<file path="config.mk">
export PLATFORM = sky130hd
export DESIGN_NAME = json_token_scanner
export DESIGN_NICKNAME = d
export VERILOG_FILES = /design/src/design/jts_pkg.sv /design/src/design/jts_step.sv /design/src/design/jts_outq.sv /design/src/design/json_token_scanner.sv
export SDC_FILE = /design/constraint.sdc
export NUM_CORES = 1
export LEC_CHECK = 0
export BUFFER_PORTS_ARGS = -buffer_cell sky130_fd_sc_hd__buf_2
export CORE_ASPECT_RATIO = 0.8
export CORE_MARGIN = 10
export CORE_UTILIZATION = 60
export CTS_CLUSTER_DIAMETER = 100
export CTS_CLUSTER_SIZE = 16
export DETAILED_ROUTE_END_ITERATION = 12
export GPL_TIMING_DRIVEN = 0
export PLACE_DENSITY = 0.78
export SLEW_MARGIN = 10
export SYNTH_ARGS = -nofsm -noshare
export SYNTH_HDL_FRONTEND = slang
export SYNTH_SLANG_ARGS = --single-unit
</file>
<file path="constraint.sdc">
create_clock -name i_clk -period 15.4 [get_ports i_clk]
set_clock_uncertainty 0.05 [all_clocks]
set_input_delay 3.08 -clock i_clk [delete_from_list [all_inputs] [get_ports i_clk]]
set_output_delay 3.08 -clock i_clk [all_outputs]
set_load 0.01 [all_outputs]
</file>
<file path="src/design/jts_pkg.sv">
// ----------------------------------------------------------------------------
// jts_pkg
// Types, codes and character tables shared by the JSON token scanner.
// ----------------------------------------------------------------------------
package jts_pkg;

    localparam int OFFSET_BITS = 32;
    localparam int LENGTH_BITS = 16;
    localparam int Q_DEPTH     = 4;
    localparam int Q_CNT_BITS  = $clog2(Q_DEPTH + 1);

    typedef enum logic [3:0] {
        K_EOF      = 4'd0,
        K_LBRACE   = 4'd1,
        K_RBRACE   = 4'd2,
        K_LBRACKET = 4'd3,
        K_RBRACKET = 4'd4,
        K_COMMA    = 4'd5,
        K_COLON    = 4'd6,
        K_STRING   = 4'd7,
        K_NUMBER   = 4'd8,
        K_TRUE     = 4'd9,
        K_FALSE    = 4'd10,
        K_NULL     = 4'd11,
        K_ERROR    = 4'd12
    } t_kind;

    typedef enum logic [2:0] {
        MODE_IDLE = 3'd0,
        MODE_STR  = 3'd1,
        MODE_ESC  = 3'd2,
        MODE_INT  = 3'd3,
        MODE_DOT  = 3'd4,
        MODE_FRAC = 3'd5,
        MODE_LIT  = 3'd6
    } t_mode;

    localparam logic [1:0] LIT_TRUE  = 2'd0;
    localparam logic [1:0] LIT_FALSE = 2'd1;
    localparam logic [1:0] LIT_NULL  = 2'd2;

    localparam logic [7:0] CH_SPACE    = 8'h20;
    localparam logic [7:0] CH_TAB      = 8'h09;
    localparam logic [7:0] CH_LF       = 8'h0A;
    localparam logic [7:0] CH_VT       = 8'h0B;
    localparam logic [7:0] CH_FF       = 8'h0C;
    localparam logic [7:0] CH_CR       = 8'h0D;
    localparam logic [7:0] CH_LBRACE   = 8'h7B;
    localparam logic [7:0] CH_RBRACE   = 8'h7D;
    localparam logic [7:0] CH_LBRACKET = 8'h5B;
    localparam logic [7:0] CH_RBRACKET = 8'h5D;
    localparam logic [7:0] CH_COMMA    = 8'h2C;
    localparam logic [7:0] CH_COLON    = 8'h3A;
    localparam logic [7:0] CH_QUOTE    = 8'h22;
    localparam logic [7:0] CH_BSLASH   = 8'h5C;
    localparam logic [7:0] CH_DOT      = 8'h2E;
    localparam logic [7:0] CH_ZERO     = 8'h30;
    localparam logic [7:0] CH_NINE     = 8'h39;
    localparam logic [7:0] CH_T        = 8'h74;
    localparam logic [7:0] CH_F        = 8'h66;
    localparam logic [7:0] CH_N        = 8'h6E;
    localparam logic [7:0] CH_R        = 8'h72;
    localparam logic [7:0] CH_U        = 8'h75;
    localparam logic [7:0] CH_E        = 8'h65;
    localparam logic [7:0] CH_A        = 8'h61;
    localparam logic [7:0] CH_L        = 8'h6C;
    localparam logic [7:0] CH_S        = 8'h73;

    typedef struct packed {
        t_mode                  mode;
        logic [1:0]             lit_which;
        logic [2:0]             lit_pos;
        logic [OFFSET_BITS-1:0] start;
        logic [LENGTH_BITS-1:0] count;
        logic                   finished;
        logic [OFFSET_BITS-1:0] cursor;
    } t_state;

    typedef struct packed {
        t_kind                  kind;
        logic [OFFSET_BITS-1:0] offset;
        logic [LENGTH_BITS-1:0] length;
        logic                   last;
    } t_result;

    localparam t_state STATE_RESET = '{
        mode:      MODE_IDLE,
        lit_which: 2'd0,
        lit_pos:   3'd0,
        start:     '0,
        count:     '0,
        finished:  1'b0,
        cursor:    '0
    };

    // remaining bytes of each literal after its first byte
    function automatic logic [2:0] lit_len(input logic [1:0] which);
        logic [2:0] len;
        case (which)
            LIT_TRUE:  len = 3'd3;
            LIT_FALSE: len = 3'd4;
            LIT_NULL:  len = 3'd3;
            default:   len = 3'd0;
        endcase
        return len;
    endfunction

    function automatic logic [7:0] lit_char(input logic [1:0] which, input logic [1:0] idx);
        logic [7:0] ch;
        ch = 8'h00;
        case (which)
            LIT_TRUE: begin
                case (idx)
                    2'd0:    ch = CH_R;
                    2'd1:    ch = CH_U;
                    2'd2:    ch = CH_E;
                    default: ch = 8'h00;
                endcase
            end
            LIT_FALSE: begin
                case (idx)
                    2'd0:    ch = CH_A;
                    2'd1:    ch = CH_L;
                    2'd2:    ch = CH_S;
                    default: ch = CH_E;
                endcase
            end
            LIT_NULL: begin
                case (idx)
                    2'd0:    ch = CH_U;
                    2'd1:    ch = CH_L;
                    2'd2:    ch = CH_L;
                    default: ch = 8'h00;
                endcase
            end
            default: ch = 8'h00;
        endcase
        return ch;
    endfunction

    function automatic t_kind lit_kind(input logic [1:0] which);
        t_kind k;
        case (which)
            LIT_TRUE:  k = K_TRUE;
            LIT_FALSE: k = K_FALSE;
            LIT_NULL:  k = K_NULL;
            default:   k = K_ERROR;
        endcase
        return k;
    endfunction

endpackage

</file>
<file path="src/design/jts_step.sv">
// ----------------------------------------------------------------------------
// jts_step
// Next-state and token logic for one input word; up to two tokens out.
// ----------------------------------------------------------------------------
module jts_step (
    input  jts_pkg::t_state  i_state,
    input  logic [7:0]       i_byte,
    input  logic             i_eoi,
    output jts_pkg::t_state  o_state,
    output jts_pkg::t_result o_res0,
    output jts_pkg::t_result o_res1,
    output logic [1:0]       o_res_cnt
);
    import jts_pkg::*;

    t_state                 s;
    logic                   fin_v;
    t_kind                  fin_k;
    logic [LENGTH_BITS-1:0] fin_len;
    logic                   idle_call;
    logic                   id_v;
    t_kind                  id_k;
    logic                   eof_v;
    logic [LENGTH_BITS-1:0] inc;
    logic                   is_dig;
    logic                   lit_hit;
    logic [2:0]             p_next;
    t_result                r_fin;
    t_result                r_id;
    t_result                r_eof;

    always_comb begin
        s         = i_state;
        fin_v     = 1'b0;
        fin_k     = K_ERROR;
        fin_len   = i_state.count;
        idle_call = 1'b0;
        id_v      = 1'b0;
        id_k      = K_ERROR;
        eof_v     = 1'b0;
        p_next    = i_state.lit_pos + 3'd1;
        inc       = (i_state.count == '1) ? i_state.count
                                          : i_state.count + LENGTH_BITS'(1);
        is_dig    = (i_byte >= CH_ZERO) && (i_byte <= CH_NINE);
        lit_hit   = (i_state.lit_pos < lit_len(i_state.lit_which)) &&
                    (i_byte == lit_char(i_state.lit_which, i_state.lit_pos[1:0]));

        if (i_state.finished) begin
            eof_v = 1'b1;
        end else if (i_eoi) begin
            case (i_state.mode)
                MODE_IDLE: ;
                MODE_INT, MODE_FRAC: begin
                    fin_v = 1'b1;
                    fin_k = K_NUMBER;
                end
                default: begin
                    fin_v = 1'b1;
                    fin_k = K_ERROR;
                end
            endcase
            if (fin_v) begin
                s.count = '0;
            end
            s.mode     = MODE_IDLE;
            s.finished = 1'b1;
            eof_v      = 1'b1;
        end else begin
            case (i_state.mode)
                MODE_STR: begin
                    s.count = inc;
                    if (i_byte == CH_QUOTE) begin
                        fin_v   = 1'b1;
                        fin_k   = K_STRING;
                        fin_len = inc;
                    end else if (i_byte == CH_BSLASH) begin
                        s.mode = MODE_ESC;
                    end
                end
                MODE_ESC: begin
                    s.count = inc;
                    s.mode  = MODE_STR;
                end
                MODE_INT: begin
                    if (is_dig) begin
                        s.count = inc;
                    end else if (i_byte == CH_DOT) begin
                        s.count = inc;
                        s.mode  = MODE_DOT;
                    end else begin
                        fin_v     = 1'b1;
                        fin_k     = K_NUMBER;
                        idle_call = 1'b1;
                    end
                end
                MODE_DOT: begin
                    if (is_dig) begin
                        s.count = inc;
                        s.mode  = MODE_FRAC;
                    end else begin
                        fin_v     = 1'b1;
                        fin_k     = K_ERROR;
                        idle_call = 1'b1;
                    end
                end
                MODE_FRAC: begin
                    if (is_dig) begin
                        s.count = inc;
                    end else begin
                        fin_v     = 1'b1;
                        fin_k     = K_NUMBER;
                        idle_call = 1'b1;
                    end
                end
                MODE_LIT: begin
                    s.count = inc;
                    if (lit_hit) begin
                        s.lit_pos = p_next;
                        if (p_next >= lit_len(i_state.lit_which)) begin
                            fin_v   = 1'b1;
                            fin_k   = lit_kind(i_state.lit_which);
                            fin_len = inc;
                        end
                    end else begin
                        fin_v   = 1'b1;
                        fin_k   = K_ERROR;
                        fin_len = inc;
                    end
                end
                default: begin
                    s.mode    = MODE_IDLE;
                    idle_call = 1'b1;
                end
            endcase
            if (fin_v) begin
                s.mode  = MODE_IDLE;
                s.count = '0;
            end
            s.cursor = i_state.cursor + OFFSET_BITS'(1);

            if (idle_call) begin
                case (i_byte)
                    CH_SPACE, CH_TAB, CH_LF, CH_VT, CH_FF, CH_CR: ;
                    CH_LBRACE: begin
                        id_v = 1'b1;
                        id_k = K_LBRACE;
                    end
                    CH_RBRACE: begin
                        id_v = 1'b1;
                        id_k = K_RBRACE;
                    end
                    CH_LBRACKET: begin
                        id_v = 1'b1;
                        id_k = K_LBRACKET;
                    end
                    CH_RBRACKET: begin
                        id_v = 1'b1;
                        id_k = K_RBRACKET;
                    end
                    CH_COMMA: begin
                        id_v = 1'b1;
                        id_k = K_COMMA;
                    end
                    CH_COLON: begin
                        id_v = 1'b1;
                        id_k = K_COLON;
                    end
                    CH_QUOTE: begin
                        s.mode  = MODE_STR;
                        s.start = i_state.cursor;
                        s.count = LENGTH_BITS'(1);
                    end
                    CH_T, CH_F, CH_N: begin
                        s.mode    = MODE_LIT;
                        s.start   = i_state.cursor;
                        s.count   = LENGTH_BITS'(1);
                        s.lit_pos = 3'd0;
                        s.lit_which = (i_byte == CH_T) ? LIT_TRUE :
                                      (i_byte == CH_F) ? LIT_FALSE : LIT_NULL;
                    end
                    default: begin
                        if (is_dig) begin
                            s.mode  = MODE_INT;
                            s.start = i_state.cursor;
                            s.count = LENGTH_BITS'(1);
                        end else begin
                            id_v = 1'b1;
                            id_k = K_ERROR;
                        end
                    end
                endcase
            end
        end

        if (s.mode == MODE_IDLE) begin
            s.lit_which = 2'd0;
            s.lit_pos   = 3'd0;
        end
    end

    always_comb begin
        r_fin  = '{kind: fin_k, offset: i_state.start, length: fin_len, last: 1'b0};
        r_id   = '{kind: id_k, offset: i_state.cursor, length: LENGTH_BITS'(1), last: 1'b0};
        r_eof  = '{kind: K_EOF, offset: i_state.cursor, length: '0, last: 1'b0};
        o_res0 = fin_v ? r_fin : (id_v ? r_id : r_eof);
        o_res1 = (fin_v && id_v) ? r_id : r_eof;
        o_res_cnt = 2'(fin_v) + 2'(id_v) + 2'(eof_v);
        o_res0.last = (o_res_cnt == 2'd1);
        o_res1.last = 1'b1;
        o_state = s;
    end

endmodule

</file>
<file path="src/design/jts_outq.sv">
// ----------------------------------------------------------------------------
// jts_outq
// Shifting token queue; takes up to two tokens per cycle, gives one.
// ----------------------------------------------------------------------------
module jts_outq (
    input  logic             i_clk,
    input  logic             i_rst_n,
    input  logic [1:0]       i_push_cnt,
    input  jts_pkg::t_result i_res0,
    input  jts_pkg::t_result i_res1,
    output logic             o_room,
    output logic             o_valid,
    input  logic             i_ready,
    output jts_pkg::t_result o_res
);
    import jts_pkg::*;

    t_result               r_q [Q_DEPTH];
    t_result               n_q [Q_DEPTH];
    t_result               src [Q_DEPTH];
    logic [Q_CNT_BITS-1:0] r_cnt;
    logic [Q_CNT_BITS-1:0] n_cnt;
    logic [Q_CNT_BITS-1:0] base;
    logic                  pop;

    assign o_valid = (r_cnt != '0);
    assign o_res   = r_q[0];
    assign o_room  = (r_cnt <= Q_CNT_BITS'(Q_DEPTH - 2));
    assign pop     = o_valid && i_ready;
    assign base    = r_cnt - Q_CNT_BITS'(pop);
    assign n_cnt   = base + Q_CNT_BITS'(i_push_cnt);

    always_comb begin
        for (int i = 0; i < Q_DEPTH - 1; i++) begin
            src[i] = pop ? r_q[i+1] : r_q[i];
        end
        src[Q_DEPTH-1] = r_q[Q_DEPTH-1];
        for (int i = 0; i < Q_DEPTH; i++) begin
            if (Q_CNT_BITS'(i) < base) begin
                n_q[i] = src[i];
            end else if (Q_CNT_BITS'(i) == base && i_push_cnt != 2'd0) begin
                n_q[i] = i_res0;
            end else if (Q_CNT_BITS'(i) == base + Q_CNT_BITS'(1) && i_push_cnt == 2'd2) begin
                n_q[i] = i_res1;
            end else begin
                n_q[i] = r_q[i];
            end
        end
    end

    always_ff @(posedge i_clk) begin
        if (!i_rst_n) begin
            r_cnt <= '0;
        end else begin
            r_cnt <= n_cnt;
        end
    end

    always_ff @(posedge i_clk) begin
        for (int i = 0; i < Q_DEPTH; i++) begin
            r_q[i] <= n_q[i];
        end
    end

endmodule

</file>
<file path="src/design/json_token_scanner.sv">
// ----------------------------------------------------------------------------
// json_token_scanner
// Streaming JSON lexer: one byte per word in, zero, one or two tokens per word out.
// ----------------------------------------------------------------------------
// Each input word is a text byte or an end-of-input mark. A word is registered,
// then combinational scan logic updates the lexer state and pushes zero, one or
// two tokens into a four-entry output queue whose head drives the output port.
// Input accepts one word per cycle while the queue holds two tokens or fewer,
// so a text whose bytes give at most one token each streams at one byte per
// cycle when the output is drained every cycle; a byte that closes a number and
// also forms a token of its own puts two tokens in the queue. A token reaches
// the output after its closing byte passes the input register and the queue.
// Offsets wrap at OFFSET_BITS, lengths saturate at LENGTH_BITS, and after end
// of input every word gives one EOF token.
module json_token_scanner (
    input  logic                            i_clk,
    input  logic                            i_rst_n,
    input  logic                            i_in_valid,
    output logic                            o_in_ready,
    input  logic [7:0]                      i_byte_in,
    input  logic                            i_end_of_input,
    output logic                            o_out_valid,
    input  logic                            i_out_ready,
    output logic [3:0]                      o_token_kind,
    output logic [jts_pkg::OFFSET_BITS-1:0] o_token_offset,
    output logic [jts_pkg::LENGTH_BITS-1:0] o_token_length,
    output logic                            o_last_of_run
);
    import jts_pkg::*;

    logic       r_in_valid;
    logic [7:0] r_byte;
    logic       r_eoi;
    t_state     r_state;
    t_state     n_state;
    t_result    res0;
    t_result    res1;
    t_result    head;
    logic [1:0] res_cnt;
    logic       room;
    logic       adv;

    assign adv        = r_in_valid && room;
    assign o_in_ready = !r_in_valid || adv;

    always_ff @(posedge i_clk) begin
        if (!i_rst_n) begin
            r_in_valid <= 1'b0;
            r_state    <= STATE_RESET;
        end else begin
            if (o_in_ready) begin
                r_in_valid <= i_in_valid;
            end
            if (adv) begin
                r_state <= n_state;
            end
        end
    end

    always_ff @(posedge i_clk) begin
        if (i_in_valid && o_in_ready) begin
            r_byte <= i_byte_in;
            r_eoi  <= i_end_of_input;
        end
    end

    jts_step u_step (
        .i_state   (r_state),
        .i_byte    (r_byte),
        .i_eoi     (r_eoi),
        .o_state   (n_state),
        .o_res0    (res0),
        .o_res1    (res1),
        .o_res_cnt (res_cnt)
    );

    jts_outq u_outq (
        .i_clk      (i_clk),
        .i_rst_n    (i_rst_n),
        .i_push_cnt (adv ? res_cnt : 2'd0),
        .i_res0     (res0),
        .i_res1     (res1),
        .o_room     (room),
        .o_valid    (o_out_valid),
        .i_ready    (i_out_ready),
        .o_res      (head)
    );

    assign o_token_kind   = head.kind;
    assign o_token_offset = head.offset;
    assign o_token_length = head.length;
    assign o_last_of_run  = head.last;

endmodule
</file>
# Word level (Yosys, flattened, before mapping)
# Memory sizes are Yosys's and may differ from the RTL's.
# Cells that the tools add are included.
# Widths: inputs -> output; s select.
dict set report word_totals {
  register_bits 102
  mem_bits_rw 212
  in_bits 13
  output_inout_bits 55
  word_cells 218
  n_memories 1
}
# memory depth word_bits read_ports rd_ports_with_merged_regs write_ports line_no
set mem_list {}
lappend mem_list {u_outq.r_q 4 53 4 0 4 jts_outq.sv:18} ;# t_result r_q [Q_DEPTH];
dict set report op_classes {
  addsub 8
  order_cmp 9
  eq_ne 41
  n_mux 102
  bitwise_logic 3
  reduce_logical 43
}
# operator count
set op_table {}
lappend op_table {{$mux 53} 18}
lappend op_table {{$mux 16} 12}
lappend op_table {{$pmux 48 s2} 1}
lappend op_table {{$mux 89} 1}
lappend op_table {{$eq 8x7->1 const B} 8}
lappend op_table {{$mux 56} 1}
lappend op_table {{$mux 3} 17}
lappend op_table {{$mux 48} 1}
lappend op_table {{$pmux 16 s3} 1}
lappend op_table {{$eq 8x4->1 const B} 5}
lappend op_table {{$eq 8x6->1 const B} 5}
lappend op_table {{$mux 37} 1}
lappend op_table {{$mux 4} 9}
lappend op_table {{$add 32x1->32 const B} 1}
lappend op_table {{$mux 32} 1}
lappend op_table {{$pmux 16 s2} 1}
lappend op_table {{$pmux 4 s6} 1}
lappend op_table {{$pmux 8 s3} 1}
lappend op_table {{$pmux 7 s3} 1}
lappend op_table {{$mux 1} 20}
lappend op_table {{$pmux 3 s3} 2}
lappend op_table {{$add 16x1->16 const B} 1}
lappend op_table {{$eq 16x16->1 const B} 1}
lappend op_table {{$pmux 4 s4} 1}
lappend op_table {{47 further kinds} 95}

# Depth between registers and ports, before layout
# Gate-level depths: netlist (run 1).
dict set report logic_depth {
  word_depth 26
  depth_mapped 21
  depth_no_buf 18
}

# By module
# A second synthesis (run 1) with hierarchy kept.
dict set report unflattened {
  cells_unflattened 2136
  area_unflattened_um2 19329.8
}
# module instances cells_per_inst area_per_inst_um2 seq_area_each_um2
set by_module_without_submodules {}
lappend by_module_without_submodules {jts_outq 1 1061 11557.3 6426.2}
lappend by_module_without_submodules {jts_step 1 652 4012.6 0.0}
lappend by_module_without_submodules {json_token_scanner 1 423 3759.9 2072.0}

# Worst setup path after synthesis (run 1)
# OpenSTA, ideal clock, no wires.
dict set report synth_timing {
  kind {input port to flip-flop}
  from {input i_out_ready}
  to {memory u_outq.r_q[1][0] (netlist name), enable pin}
  setup_time_ns 0.537
  t_arrival_ns 7.867
  required_ns 14.813
  setup_slack_ns 6.946
  stages 8
  path_buffers 1
  path_cell_list {nand2_1 -> inv_1 -> ha_1 -> ha_1 -> xnor2_1 -> and2_0 -> clkbuf_1 -> o21ai_0}
}
# element line_no
set synth_lines {}
lappend synth_lines {{start, declared} json_token_scanner.sv:23} ;# input logic i_out_ready,
lappend synth_lines {{end, declared} jts_outq.sv:18}

==> results.toml, run 1 <==
[place]
port_buffers = 67
gp_congestion = 0.915
dp.cells = 1920
pre_cts_ws_ps = 7880
dp_hpwl_um = 28100

[global_route]
grt_max_degree = 54
antenna_found_initial = 0
grt_pass1_wl_um = 64300
grt_usage = 0.240
grt_pass1_vias = 11641
overflow = 0

[power_and_ir_drop]
cellInternalPower_uw = 1880
vdd_ir_drop_max_mv = 0.124
power_frac_seq = 0.407
cellLeakagePower_uw = 0.00593
pwr-share-clk = 0.182
power.density_nw_per_um2 = 182
switching_share = 0.399
pwr-share-comb = 0.411
netSwitchingPower_uw = 1250

[floorplan]
fp.dieW_um = 201
fp.coreArea_sq_um = 25500
initial_core_util = 0.614
dieArea_sq_um = 33000
die_h_um = 164
num_io_pins = 68
rows = 52

[synthesis]
netlist.area_leader.share = 0.424
netlist-cell-type-count = 83
ys_seq_area_frac = 0.543
yosys.area.top_type = "edfxtp_1"
syn-cell-area_sq_um = 15600
synth_mux_area_frac = 0.0696
async_flop_share = 0
synth_xor_area_frac = 0.0263
synth_edf_count = 221
ys_ff_latch = 314
synthMostInstantiatedCell = "edfxtp_1"
mappedNetlistNets = 1534
yosys-top-cells-count = "edfxtp_1, nand2_1, o21ai_0, nor2_1, dfxtp_1"
syn_inst = 1498
synthSimpleGateAreaFrac = 0.149
synthTopCellsByArea = "edfxtp_1, dfxtp_1, nand2_1"
synth_area_per_cell_sq_um = 10.4
synth-adder-area-share = 0.0194
ys_dominant_reg_cell = "edfxtp_1"
synth_top_family_by_area = "simple AND/OR/NAND/NOR gates"
yosysWarnings = 0
synth_compound_area_frac = 0.148

[job]
maxCapViolCount = 0

[cts]
tritoncts = "yes"
ctsResizeCount = 0
cts_made_buffers = 23
cts_root_buf = "clkbuf_16"
cts-htree-levels = 1
cts.clk_slew.worst_paths_ps = 70
clk_latency_ps = 530
cts_buffer_depth = 3
postCtsSetupBuffers = 0
cts_sinks = 314
hold_buffers = 0

[worst_setup_path]
r2r-end = "u_outq.r_q[0][44]"
r2r_start = "r_state[84]"
cp_max_fo = 53
arrival_ps = 7200
required_ps = 15500
reg2regPathDepth = 16
path_cells = "buf_2, nand2_1, inv_1, ha_1, ha_1, xnor2_1, and2_0, clkbuf_1, nand2_1, nor2_1, clkbuf_1, a21o_4"
crit_path_max_incr_delay_ps = 660
cp-startpoint = "i_out_ready"
critPathLaunchType = "primary input"
cp-end-kind = "flip-flop"
critical_path_class = "primary input to flip-flop"
critPathCapture = "u_outq.r_q[0][44]"
cp_slowest_cell = "xnor2_1"
r2r_setup_slack_ps = 8730

[final_layout]
fill_cells = 1984
syn_to_final_growth_pct = 10.1
diodes = 0
drive_gt1_frac = 0.113
finalNetCount = 1630
fin_cells = 1961

[sta]
finalSetupTns_ps = 0
worst_slew_pin_slew_ps = 1140
max_freq_mhz = 141
layout_min_cycle_time_ps = 7100
slew_violations = 0
hold_viol = 0
setup_viol = 0
finalCritPeriodShare = 0.461
setup_ws_ps = 8300
grt_setup_unrepaired = "no"
relSlewSlack = 0.237

[routing]
ant_nets = 0
routed_wl_um = 40600
routed_via_density = 6.21
drcViolationCount = 0
first_pass_iters = 8
num_vias = 12173
drt_iter0_markers = 1401
wl_per_cell_um = 20.7

[status]
status = "finished clean"

[worst_hold_path]
min_from = "r_state[57]"
hold_class = "flip-flop to flip-flop"
[power by group through the flow]
| stage | Combinational, uW | Sequential (uW) | Clock (uW) |
|---|---|---|---|
| floorplan | 709 | 1340 | 0 |
| global placement | 1170 | 1330 | 0 |
| detailed placement | 1260 | 1290 | 0 |
| CTS | 1270 | 1270 | 572 |
| global route | 1390 | 1290 | 604 |
| finish | 1290 | 1270 | 568 |
[through the flow]
step	instance area [sq um]	power [uW]	utilization	hold WS (ps)
floorplan	15600	2050	-	421
global placement	16400	2500	0.644	437
detailed placement	16600	2550	0.650	443
CTS	17200	3110	0.675	454
global route	17200	3280	0.675	487
finish	17200	3130	0.675	455
[cell families (layout without fill, tap and decap cells)]
family / after synthesis / count (layout)
AOI/OAI and AO/OA: 351 / 351
buffers and inverters: 169 / 281
DFF: 314 / 314
adders and majority gates: 23 / 23
xor gates and xnor gates: 47 / 47
and+or+nand+nor: 490 / 490
muxes: 104 / 104
[final cells by class]
| cell class | instances | area [sq um] | area share |
|---|---|---|---|
| tap | 351 | 439 | 0.0255 |
| multi-input combinational | 1015 | 6490 | 0.377 |
| clock inverter | 1 | 8.76 | 0.000509 |
| timing repair buffer | 71 | 445 | 0.0259 |
| clock buffer | 40 | 639 | 0.0371 |
| inverter | 55 | 206 | 0.0120 |
| buffer | 114 | 494 | 0.0287 |
| sequential | 314 | 8500 | 0.493 |
[placed cells by master (no fill, tap or decap), drive strengths merged, types with 6 or more instances in the layout]
| cell type | Yosys | layout |
|---|---|---|
| or3 | 10 | 10 |
| and4 | 7 | 7 |
| a21oi | 84 | 84 |
| xnor2 | 17 | 17 |
| o21ai | 126 | 126 |
| nand3 | 30 | 30 |
| and3 | 16 | 16 |
| a222oi | 32 | 32 |
| nor2b | 16 | 16 |
| nand4 | 19 | 19 |
| dfxtp | 93 | 93 |
| xor2 | 30 | 30 |
| a22o | 39 | 39 |
| inv | 55 | 55 |
| buf | 25 | 96 |
| nand2b | 10 | 10 |
| and2 | 16 | 16 |
| a22oi | 6 | 6 |
| clkbuf | 89 | 129 |
| edfxtp | 221 | 221 |
| nor3 | 25 | 25 |
| nor2 | 98 | 98 |
| nand2 | 216 | 216 |
| a31oi | 10 | 10 |
| mux2 | 38 | 38 |
| ha | 21 | 21 |
| mux2i | 66 | 66 |
| a211oi | 7 | 7 |
[sequential cells by signal, summed over array words and instances (netlist names)]
name,flops
u_outq.r_q,212
r_state,89
r_byte,8
u_outq.r_cnt,3
r_eoi,1
r_in_valid,1
[critical path: cells and delay by family]
| kind | cells | cell delay [ps] |
|---|---|---|
| AOI/OAI and AO/OA | 1 | 660 |
| xor gates and xnor gates | 1 | 660 |
| adders and majority gates | 2 | 400 |
| buffers and inverters | 4 | 1080 |
| and+or+nand+nor | 4 | 1280 |
[how the worst min path moves through the flow]
stage / to / slack, ps / cells after the start
after global routing: r_state[52] / 490 / 2
after global placement: r_state[66] / 440 / 2
after floorplan: r_state[65] / 420 / 2
after CTS: r_state[57] / 450 / 2
after detailed placement: r_state[57] / 440 / 2
final: r_state[57] / 450 / 2
[layer usage]
metal,global-route usage,part of all wire,up-vias
met4,0.0666,0.024,0
met3,0.0378,0.099,74
met1,0.340,0.43,5825
li1,-,-,5665
met5,0,0,-
met2,0.378,0.44,609
Note: power is estimated with default switching activity, not from simulation.
==> inputs of run 2 (changes only) <==
--- a/config.mk
+++ b/config.mk
@@ -5,15 +5,16 @@
 export SDC_FILE = /design/constraint.sdc
 export NUM_CORES = 1
 export LEC_CHECK = 0
+export ABC_AREA = 1
 export BUFFER_PORTS_ARGS = -buffer_cell sky130_fd_sc_hd__buf_2
 export CORE_ASPECT_RATIO = 0.8
 export CORE_MARGIN = 10
-export CORE_UTILIZATION = 60
+export CORE_UTILIZATION = 56
 export CTS_CLUSTER_DIAMETER = 100
 export CTS_CLUSTER_SIZE = 16
 export DETAILED_ROUTE_END_ITERATION = 12
 export GPL_TIMING_DRIVEN = 0
-export PLACE_DENSITY = 0.78
+export PLACE_DENSITY = 0.76
 export SLEW_MARGIN = 10
 export SYNTH_ARGS = -nofsm -noshare
 export SYNTH_HDL_FRONTEND = slang
==> constraint.sdc (replaced) <==
create_clock -name i_clk -period 5.98 [get_ports i_clk]
set_clock_uncertainty 0.05 [all_clocks]
set_input_delay 1.196 -clock i_clk [delete_from_list [all_inputs] [get_ports i_clk]]
set_output_delay 1.196 -clock i_clk [all_outputs]
set_load 0.01 [all_outputs]
==> results.toml, run 2 <==
[synthesis]
synthTopCellsByArea = "edfxtp_1, nand2_1, dfxtp_1"
ys_seq_area_frac = 0.528
netlist-cell-type-count = 49
yosys.area.top_type = "edfxtp_1"
syn-cell-area_sq_um = 16100
ys_ff_latch = 314
netlist.area_leader.share = 0.413
async_flop_share = 0
yosysWarnings = 0
synth_area_per_cell_sq_um = 8.56
mappedNetlistNets = 1914
synth_edf_count = 221
ys_dominant_reg_cell = "edfxtp_1"
yosys-top-cells-count = "nand2_1, edfxtp_1, inv_1, o21ai_0, nor2_1"
synthMostInstantiatedCell = "nand2_1"
syn_inst = 1878

[worst_setup_path]
critPathBufInv = 10
cp_max_fo = 10
worst-path-stages = 27
critPathCapture = "u_outq.r_q[0][38]"
r2r_start = "r_state[81]"
critical_path_class = "flip-flop to flip-flop"
crit_family = "buffers and inverters"
crit_path_max_incr_delay_ps = 630
cp_slowest_cell = "fa_1"
required_ps = 6200
reg2regPathDepth = 27
r2r_setup_slack_ps = 290
cp-startpoint = "r_state[81]"
arrival_ps = 5910
critPathLaunchType = "flip-flop"
r2r-end = "u_outq.r_q[0][38]"
cp-end-kind = "flip-flop"

[floorplan]
num_io_pins = 68
die_h_um = 172
rows = 55
fp.dieW_um = 209
dieArea_sq_um = 35900
initial_core_util = 0.569
fp.coreArea_sq_um = 28300

[power_and_ir_drop]
netSwitchingPower_uw = 3680
pwr-share-clk = 0.165
vdd_ir_drop_max_mv = 0.330
power.density_nw_per_um2 = 505
cellInternalPower_uw = 5370
finalPower_uw = 9050
power_frac_seq = 0.400
cellLeakagePower_uw = 0.00634
switching_share = 0.407
pwr-share-comb = 0.435

[cts]
cts-htree-levels = 1
hold_buffers = 0
cts_root_buf = "clkbuf_16"
cts_buffer_depth = 3
cts.clk_slew.worst_paths_ps = 80
cts_made_buffers = 23
cts_sinks = 314
clk_latency_ps = 550
tritoncts = "yes"

[global_route]
antenna_found_initial = 0
grt_pass1_vias = 13304
grt_pass1_wl_um = 71100
overflow = 0
grt_usage = 0.242
grt_max_degree = 38

[final_layout]
drive_gt1_frac = 0.114
fin_cells = 2376
top_register = "u_outq.r_q"
final_common_cell = "nand2_1"
finalNetCount = 2025
largest_register_ffs = 212
mostFrequentLayoutCells = "nand2_1, edfxtp_1, inv_1"
syn_to_final_growth_pct = 11.4
diodes = 0
reg_top3 = "u_outq.r_q (212), r_state (89), r_byte (8)"

[routing]
drcViolationCount = 0
routed_via_density = 5.90
wl_per_cell_um = 18.5
ant_nets = 0
routed_wl_um = 43900
first_pass_iters = 6
num_vias = 14013
drt_iter0_markers = 1610

[sta]
max_freq_mhz = 176
setup_ws_ps = 292
worst_slew_pin_slew_ps = 915
layout_min_cycle_time_ps = 5690
finalCritPeriodShare = 0.951
hold_ws_ps = 411
finalSetupTns_ps = 0
relSlewSlack = 0.388
setup_viol = 0
slew_violations = 0
hold_viol = 0

[place]
dp.cells = 2327
gp_congestion = 0.943
port_buffers = 66
pre_cts_ws_ps = -493
dp_hpwl_um = 32400

[job]
maxCapViolCount = 0

[status]
status = "finished clean"

[worst_hold_path]
hold_class = "flip-flop to flip-flop"
==> run 2: metrics by stage <==
step	utilization	cell area [sq um]
4_1_cts	0.629	17800
5_1_grt	0.633	17900
3_3_place_gp	0.597	16900
3_5_place_dp	0.604	17100
2_1_floorplan	-	16100
6_report	0.633	17900
==> run 2: layer usage <==
layer  up-vias  part of all wire  GRT usage
met5         -                 0          0
met4         0             0.021     0.0634
met2       664              0.44      0.370
met3        65              0.11     0.0513
li1       6664                 -          -
met1      6620              0.43      0.343
==> run 2: timing repair <==
item	CTS	global route
cloned	0	0
buffers inserted	2	7
endpoints found under the setup margin	162	259
pin swaps	1	2
gates resized for setup	9	18
==> run 2: logic make-up after synthesis <==
family / Yosys count / synth area share
and+or+nand+nor: 871 / 0.226
xor gates and xnor gates: 14 / 0.00762
adders and majority gates: 23 / 0.0188
DFF: 314 / 0.528
AOI/OAI and AO/OA: 415 / 0.159
buffers and inverters: 241 / 0.0599
==> run 2: layout make-up <==
| class | instances | area, sq um |
|---|---|---|
| multi-input cells | 1323 | 6690 |
| clock buffers | 40 | 639 |
| repair buffers | 88 | 586 |
| well taps | 370 | 463 |
| flip-flops and latches | 314 | 8500 |
| fillers | 2317 | 10400 |
| clock inverters | 2 | 26.3 |
| inverters | 152 | 603 |
| plain buffers | 87 | 397 |
==> run 2: worst register-to-register path, cell delays in order, from the launching register on <==
cell and delay, ps:
dfxtp_2 360, ha_1 240, xnor2_1 200, inv_1 70, ha_1 310, nand2_1 80, nor2_1 40, a211oi_1 160
nand2_1 150, inv_1 120, nand3_1 150, a21boi_2 220, nand2_2 100, nand2_4 150, inv_2 80, buf_6 160
buf_6 160, buf_6 160, fa_1 630, inv_1 120, nor2_2 190, nor2_4 90, nor2_1 350, nor2_1 190
clkinvlp_4 100, buf_4 200, clkbuf_1 450, o211ai_1 160
==> run 2: how the worst min path moves through the flow <==
stage | start | to | depth (start not counted)
2_1_floorplan | r_state[51] | r_state[51] | 2
3_3_place_gp | r_state[76] | r_state[76] | 2
3_5_place_dp | r_state[70] | r_state[70] | 2
4_1_cts | r_state[70] | r_state[70] | 2
5_1_grt | r_state[70] | r_state[70] | 2
6_report | r_state[69] | r_state[69] | 2
==> run 2: power by group through the flow <==
| stage | Sequential [uW] | Clock [uW] | Combinational, uW |
|---|---|---|---|
| 2_1_floorplan | 3800 | 0 | 2180 |
| 3_3_place_gp | 3740 | 0 | 3370 |
| 3_5_place_dp | 3670 | 0 | 3680 |
| 4_1_cts | 3620 | 1500 | 3740 |
| 5_1_grt | 3680 | 1600 | 4290 |
| 6_report | 3620 | 1490 | 3930 |
